[src/hw/rtl/dvc_pkg.sv]
// ----------------------------------------------------------------------------
// dvc_pkg
// Shared types, constants and the key compare for the distinct value counter.
// ----------------------------------------------------------------------------
package dvc_pkg;

	localparam int KEY_W          = 32;
	localparam int POS_W          = 7;
	localparam int CNT_OUT_W      = 32;
	localparam int CAPACITY_DEF   = 64;
	localparam int COUNT_BITS_DEF = 32;

	localparam logic [KEY_W-1:0] KEY_MAG_MASK = 32'h7FFF_FFFF;
	localparam logic [KEY_W-1:0] KEY_EXP_MASK = 32'h7F80_0000;
	localparam logic [KEY_W-1:0] KEY_MAN_MASK = 32'h007F_FFFF;

	typedef enum logic [1:0] {
		ST_IDLE,
		ST_SCAN,
		ST_UPDATE
	} dvc_state_t;

	function automatic logic key_is_nan(input logic [KEY_W-1:0] k);
		return ((k & KEY_EXP_MASK) == KEY_EXP_MASK) && ((k & KEY_MAN_MASK) != '0);
	endfunction

	// Float equality on raw patterns: NaN never matches, both zeros match.
	function automatic logic keys_equal(input logic [KEY_W-1:0] a,
	                                    input logic [KEY_W-1:0] b);
		logic eq;
		if (key_is_nan(a) || key_is_nan(b)) begin
			eq = 1'b0;
		end else if (((a | b) & KEY_MAG_MASK) == '0) begin
			eq = 1'b1;
		end else begin
			eq = (a == b);
		end
		return eq;
	endfunction

endpackage

[src/hw/rtl/distinct_value_counter_top.sv]
// ----------------------------------------------------------------------------
// distinct_value_counter_top
// Counts occurrences of distinct single-precision keys in a table kept in
// insertion order, with a linear search over a synchronous key memory.
//
//   Channel   Handshake          Payload
//   -------   ----------------   ---------------------------------------------
//   input     start, busy        key_value
//   result    done (one cycle)   entry_position, entry_count, is_new_entry,
//                                was_dropped, entries_in_use
//
// From start, a miss compares every stored key in insertion order, then
// updates and raises done; a hit stops the search at its position.
// The key memory has one read port and delivers one stored key per cycle to
// the compare. A new item may start in the cycle done is high.
// Reset clears the entry count and the control state; the memories need no clearing.
// The receiver cannot stall; each result is marked by done for exactly one cycle.
// ----------------------------------------------------------------------------
module distinct_value_counter_top #(
	parameter int CAPACITY   = dvc_pkg::CAPACITY_DEF,
	parameter int COUNT_BITS = dvc_pkg::COUNT_BITS_DEF
) (
	input  logic                           clk,
	input  logic                           arst_n,
	input  logic                           start,
	output logic                           busy,
	input  logic [dvc_pkg::KEY_W-1:0]      key_value,
	output logic                           done,
	output logic [dvc_pkg::POS_W-1:0]      entry_position,
	output logic [dvc_pkg::CNT_OUT_W-1:0]  entry_count,
	output logic                           is_new_entry,
	output logic                           was_dropped,
	output logic [dvc_pkg::POS_W-1:0]      entries_in_use
);

	localparam int IDX_W = $clog2(CAPACITY + 1);
	localparam int AW    = (CAPACITY > 1) ? $clog2(CAPACITY) : 1;

	localparam logic [IDX_W-1:0]      CAP_VAL = IDX_W'(CAPACITY);
	localparam logic [COUNT_BITS-1:0] CNT_MAX = '1;
	localparam logic [COUNT_BITS-1:0] CNT_ONE = COUNT_BITS'(1);

	logic [dvc_pkg::KEY_W-1:0] key_mem [CAPACITY];
	logic [COUNT_BITS-1:0]     cnt_mem [CAPACITY];

	dvc_pkg::dvc_state_t state_q, state_nxt;

	logic [dvc_pkg::KEY_W-1:0] key_q;
	logic [IDX_W-1:0]          used_q;
	logic [IDX_W-1:0]          rd_idx_q;

	logic                      cmp_vld_s1;
	logic [AW-1:0]             cmp_idx_s1;
	logic [dvc_pkg::KEY_W-1:0] key_rd_s1;
	logic [COUNT_BITS-1:0]     cnt_rd_s1;

	logic                      hit_q;
	logic [AW-1:0]             hit_idx_q;
	logic [COUNT_BITS-1:0]     hit_cnt_q;

	logic                      accept;
	logic                      rd_en;
	logic                      match;
	logic                      scan_hit;
	logic                      scan_miss;

	logic                      upd_key_we;
	logic                      upd_cnt_we;
	logic [AW-1:0]             upd_addr;
	logic [COUNT_BITS-1:0]     upd_cnt;
	logic [IDX_W-1:0]          upd_pos;
	logic                      upd_fresh;
	logic                      upd_drop;

	logic                      done_q;
	logic [dvc_pkg::POS_W-1:0] pos_q;
	logic [dvc_pkg::CNT_OUT_W-1:0] cnt_out_q;
	logic                      fresh_q;
	logic                      drop_q;
	logic [dvc_pkg::POS_W-1:0] in_use_q;

	// ------------------------------------------------------------------------
	// Control
	// ------------------------------------------------------------------------
	always_comb begin
		accept    = start && (state_q == dvc_pkg::ST_IDLE);
		rd_en     = (state_q == dvc_pkg::ST_SCAN) && (rd_idx_q < used_q);
		match     = cmp_vld_s1 && dvc_pkg::keys_equal(key_q, key_rd_s1);
		scan_hit  = (state_q == dvc_pkg::ST_SCAN) && match;
		// The last stored key has been compared without a match.
		scan_miss = (state_q == dvc_pkg::ST_SCAN) && !match && (rd_idx_q >= used_q);
		busy      = (state_q != dvc_pkg::ST_IDLE);

		state_nxt = state_q;
		case (state_q)
			dvc_pkg::ST_IDLE: begin
				if (accept) begin
					state_nxt = dvc_pkg::ST_SCAN;
				end
			end
			dvc_pkg::ST_SCAN: begin
				if (scan_hit || scan_miss) begin
					state_nxt = dvc_pkg::ST_UPDATE;
				end
			end
			dvc_pkg::ST_UPDATE: begin
				state_nxt = dvc_pkg::ST_IDLE;
			end
			default: begin
				state_nxt = dvc_pkg::ST_IDLE;
			end
		endcase
	end

	always_ff @(posedge clk or negedge arst_n) begin
		if (!arst_n) begin
			state_q <= dvc_pkg::ST_IDLE;
		end else begin
			state_q <= state_nxt;
		end
	end

	// ------------------------------------------------------------------------
	// Search: one stored key read per cycle, registered and compared later
	// ------------------------------------------------------------------------
	always_ff @(posedge clk) begin
		if (accept) begin
			key_q <= key_value;
		end
	end

	always_ff @(posedge clk or negedge arst_n) begin
		if (!arst_n) begin
			rd_idx_q   <= '0;
			cmp_vld_s1 <= 1'b0;
		end else begin
			if (accept) begin
				rd_idx_q <= '0;
			end else if (rd_en) begin
				rd_idx_q <= rd_idx_q + IDX_W'(1);
			end
			// A hit ends the search, so a read still in flight is discarded.
			cmp_vld_s1 <= rd_en && !scan_hit;
		end
	end

	always_ff @(posedge clk) begin
		if (rd_en) begin
			key_rd_s1  <= key_mem[rd_idx_q[AW-1:0]];
			cnt_rd_s1  <= cnt_mem[rd_idx_q[AW-1:0]];
			cmp_idx_s1 <= rd_idx_q[AW-1:0];
		end
	end

	always_ff @(posedge clk) begin
		if (scan_hit || scan_miss) begin
			hit_q     <= scan_hit;
			hit_idx_q <= cmp_idx_s1;
			hit_cnt_q <= cnt_rd_s1;
		end
	end

	// ------------------------------------------------------------------------
	// Update: bump the hit entry, or append the new key if there is room, else drop the key
	// ------------------------------------------------------------------------
	always_comb begin
		upd_key_we = 1'b0;
		upd_cnt_we = 1'b0;
		upd_addr   = hit_idx_q;
		upd_cnt    = '0;
		upd_pos    = '0;
		upd_fresh  = 1'b0;
		upd_drop   = 1'b0;
		if (state_q == dvc_pkg::ST_UPDATE) begin
			if (hit_q) begin
				upd_cnt_we = 1'b1;
				upd_cnt    = (hit_cnt_q == CNT_MAX) ? hit_cnt_q
				                                    : hit_cnt_q + CNT_ONE;
				upd_pos    = IDX_W'(hit_idx_q) + IDX_W'(1);
			end else if (used_q < CAP_VAL) begin
				upd_key_we = 1'b1;
				upd_cnt_we = 1'b1;
				upd_addr   = used_q[AW-1:0];
				upd_cnt    = CNT_ONE;
				upd_pos    = used_q + IDX_W'(1);
				upd_fresh  = 1'b1;
			end else begin
				upd_drop   = 1'b1;
			end
		end
	end

	always_ff @(posedge clk) begin
		if (upd_key_we) begin
			key_mem[upd_addr] <= key_q;
		end
		if (upd_cnt_we) begin
			cnt_mem[upd_addr] <= upd_cnt;
		end
	end

	always_ff @(posedge clk or negedge arst_n) begin
		if (!arst_n) begin
			used_q <= '0;
			done_q <= 1'b0;
		end else begin
			if (upd_fresh) begin
				used_q <= used_q + IDX_W'(1);
			end
			done_q <= (state_q == dvc_pkg::ST_UPDATE);
		end
	end

	always_ff @(posedge clk) begin
		if (state_q == dvc_pkg::ST_UPDATE) begin
			pos_q     <= dvc_pkg::POS_W'(upd_pos);
			cnt_out_q <= dvc_pkg::CNT_OUT_W'(upd_cnt);
			fresh_q   <= upd_fresh;
			drop_q    <= upd_drop;
			in_use_q  <= upd_fresh ? dvc_pkg::POS_W'(upd_pos) : dvc_pkg::POS_W'(used_q);
		end
	end

	assign done           = done_q;
	assign entry_position = pos_q;
	assign entry_count    = cnt_out_q;
	assign is_new_entry   = fresh_q;
	assign was_dropped    = drop_q;
	assign entries_in_use = in_use_q;

endmodule
[config.mk]
export PLATFORM = sky130hd
export DESIGN_NAME = distinct_value_counter_top
export DESIGN_NICKNAME = d
export VERILOG_FILES = /design/src/hw/rtl/dvc_pkg.sv /design/src/hw/rtl/distinct_value_counter_top.sv
export SDC_FILE = /design/constraint.sdc
export NUM_CORES = 2
export LEC_CHECK = 0
export ABC_AREA = 1
export BUFFER_PORTS_ARGS = -buffer_cell sky130_fd_sc_hd__buf_2
export CAP_MARGIN = 20
export CORE_UTILIZATION = 30
export CTS_CLUSTER_SIZE = 20
export DETAILED_ROUTE_END_ITERATION = 12
export HOLD_SLACK_MARGIN = 0.03
export SETUP_SLACK_MARGIN = 0.05
export SYNTH_ARGS = -nofsm -noshare
export SYNTH_HDL_FRONTEND = slang
export SYNTH_SLANG_ARGS = --single-unit
[constraint.sdc]
create_clock -name clk -period 6.45 [get_ports clk]
set_input_delay 0.3225 -clock clk [delete_from_list [all_inputs] [get_ports clk]]
set_output_delay 0.3225 -clock clk [all_outputs]
set_load 0.03 [all_outputs]
==> impl_metrics.csv <==
group,metric,value,unit
power,ir_worst_vdd,310,µV
floorplanning,die_x,763,µm
setup_path,start_kind,"register",
synth,post-synth-top-area-cell,"edfxtp_1",
synth,synth_nets,14500,
timing,slew_headroom,0.213,
finish,layout_common_cells,"4,285 x edfxtp_1, 3,528 x nor2_1, 1,762 x nand2_1, 1,740 x o21ai_0, 781 x nand3_1",
routing,viasPerCell,4.93,
finish,layout.cells.non_filler,22500,
finish,syn_to_final_growth,14.2,%
routing,top_layer,"met5",
synth,yosysUniqueCellTypes,37,
global_routing,grt_pass1_vias,104000,
timing,rsz0062_at_grt,"false",
status,status,"finished with violations",
routing,vias,111000,
power,power.density,381,nW/µm²
floorplanning,die_h,763,µm
min_path,worstHoldPathType,"primary input to register",
synth,synth-seq-cells,4303,
finish,nets,14500,
finish,final_common_cell,"edfxtp_1",
power,p_clk_frac,0.319,
finish,drive_gt1_frac,0.0798,
timing,fin_skew,0.0442,ns
timing,min_period,4.88,ns
clocking,cts_buffer_depth,4,
synth,yosysSeqAreaShare,0.743,
setup_path,cp_max_fo,33,
routing,routed_wl,488000,µm
setup_path,required,7.10,ns
clocking,root_buffer,"clkbuf_16",
setup_path,critPathSlowestCell,"buf_4",
synth,synthCells,14500,
floorplanning,ioPinCount,85,
setup_path,path_cells,"nand2_1, inv_2, nand2_4, buf_4, o21ai_0, inv_1, nand2_1, nor2_1, buf_6, nand2_1, nor2_4, buf_4",
timing,timing.final.crit_share,0.757,
status,violations,"design-rule violations",
global_routing,grt_overflow_total,0,
routing,wl_per_cell,21.7,µm
clocking,tritoncts,"yes",
timing,setup_viol,0,
setup_path,cp_top_family,"simple AND/OR/NAND/NOR gates",
timing,timing.final.ws_setup,1.57,ns
power,cell_internal_pwr,50.8,mW
floorplanning,initial_core_util,0.301,
setup_path,worstSetupPathType,"register to register",
placement,place_congestion,0.886,
setup_path,end_kind,"register",
placement,port_buffers,84,
power,switching_share,0.328,
routing,dr_wl_met3,33500,µm
clocking,cts_buffers,416,
clocking,ctsResizeCount,0,
timing,hold_violations,0,
floorplanning,rows,279,
routing,ant_nets,0,
placement,post-place-ws,1.28,ns
setup_path,critPathBufInv,5,
clocking,clk_pin_slew,0.06,ns
floorplanning,dieArea,582000,µm²
routing,drt-pass1-iter-count,10,
global_routing,grt_pass1_wl,711000,µm
synth,yosysTopAreaCellShare,0.741,
clocking,htreeDepth,5,
floorplanning,core_area,577000,µm²
timing,setup_tns,0,ns
routing,dr_wl_met2,230000,µm
global_routing,grt_max_degree,211,
placement,postPlaceCellArea,184000,µm²
synth,synth_warnings,0,
min_path,min_from,"key_value[3]",
finish,final_area,198000,µm²
power,pwr-share-seq,0.437,
power,p_sw,24.8,mW
timing,slew_viol_final,0,
power,combinationalPowerShare,0.245,
global_routing,track_usage,0.161,
routing,drt_iter0_drc,12800,
routing,m1WireLength,205000,µm
global_routing,antenna_found_initial,26,
synth,avgSynthCellArea,12.0,µm²
setup_path,max_stage_delay,0.73,ns
setup_path,crit_start,"state_q[1]$_DFFE_PN0P_",
setup_path,timing.rr.start,"state_q[1]$_DFFE_PN0P_",
timing,worstMarginPinSlew,1.18,ns
run,cap_violations,0,
setup_path,path_common_cell,"nand2_1",
synth,netlist_top_cells_area,"edfxtp_1 74%, nor2_1 7.9%, o21ai_0 5.0%, nand2_1 3.8%, nand3_1 2.2%",
clocking,clkSinkCount,4303,
placement,dp.cells,21700,
clocking,worst_skew_pair.late_latency,0.99,ns
power,power_leakage,66.4,nW
routing,drc,16,
timing,max_clock_freq,0.205,GHz
setup_path,worstPathArrival,5.53,ns
synth,syn_area,174000,µm²
placement,place_hpwl,269000,µm
==> worst paths after layout <==
check / depth (start not counted) / slack [ns] / to
setup / recovery: 12 / 1.57 / cnt_mem[25][9]$_DFFE_PP_
hold / removal: 2 / 0.11 / key_q[3]$_DFFE_PP_
setup reg to reg: 12 / 1.57 / cnt_mem[25][9]$_DFFE_PP_
hold reg to reg: 0 / 0.41 / hit_cnt_q[28]$_DFFE_PP_
max in group asynchronous: 4 / 5.89 / rd_idx_q[2]$_DFFE_PN0P_
min in group asynchronous: 4 / 0.33 / done$_DFF_PN0_
==> registers in the layout, summed over array words and instances (netlist names) <==
name and flops:
hit_idx_q 6, was_dropped 1, is_new_entry 1, cmp_vld_s1 1
entry_count 32, entries_in_use 7, key_mem 2048, rd_idx_q 7
cnt_mem 2048, cmp_idx_s1 6, entry_position 7, cnt_rd_s1 32
hit_q 1, key_rd_s1 32, key_q 32, state_q 2
hit_cnt_q 32, used_q 7, done 1
==> cells by family after synthesis <==
| family | synth area share |
|---|---|
| XOR/XNOR | 0.000554 |
| AND/OR/NAND/NOR | 0.143 |
| buffers and inverters | 0.0312 |
| flip-flops | 0.743 |
| adder cells (fa/ha/maj) | 0.00310 |
| AO/OA/AOI/OAI | 0.0793 |
==> per-layer routing <==
metal,up-vias,GRT usage
li1,50900,-
met1,55300,0.219
met2,4192,0.262
met3,797,0.0196
met4,12,0.0643
met5,-,0
==> final cells by class <==
class                   instances  area, µm²
fillers                     55900     379000
flip-flops and latches       4303     129000
multi-input cells            8916      40400
clock buffers                 516      11000
well taps                    7727       9670
repair buffers                449       4530
clock inverters               258       2250
inverters                     369       1450
diodes                          7       17.5
==> synthesized netlist by cell type, drive strengths merged <==
cell and n:
a211oi 1, a21oi 197, a31oi 3, and3 1, buf 452, clkbuf 429, clkinv 27, dfrtp 18
edfxtp 4285, ha 43, inv 342, nand2 1764, nand3 783, nand3b 7, nand4 15, nor2 3679
nor3 17, o211ai 343, o21a 1, o21ai 2006, o22ai 19, o31ai 2, or2 24, xnor2 5
xor2 6
==> repair_timing <==
action	in CTS	in global routing
setup endpoints to repair	0	0
hold buffers	55	0
setup buffers	0	0
hold endpoints to repair	54	0
==> through the flow <==
| step | hold WS, ns | power [mW] | util |
|---|---|---|---|
| CTS | 0.0363 | 75.8 | 0.343 |
| global placement | 0.357 | 51.7 | 0.318 |
| floorplan | 0.0269 | 45.5 | - |
| finish | 0.110 | 75.6 | 0.344 |
| global route | 0.0965 | 78.8 | 0.344 |
| detailed placement | 0.356 | 51.9 | 0.319 |
==> power groups by stage <==
stage | registers [mW] | clock network, mW | logic [mW]
final | 33.0 | 24.1 | 18.5
after global routing | 33.0 | 25.4 | 20.4
after CTS | 33.0 | 24.3 | 18.5
after detailed placement | 33.6 | 0 | 18.4
after global placement | 33.6 | 0 | 18.2
after floorplan | 33.7 | 0 | 11.7
==> worst register-to-register path, delay by kind of cell (launching register included) <==
kind	cells	cell delay (ns)
simple gates	6	2.12
compound gates	1	0.32
buf+inv	5	1.68
flops	1	0.41
(Power assumes the default switching activity.)
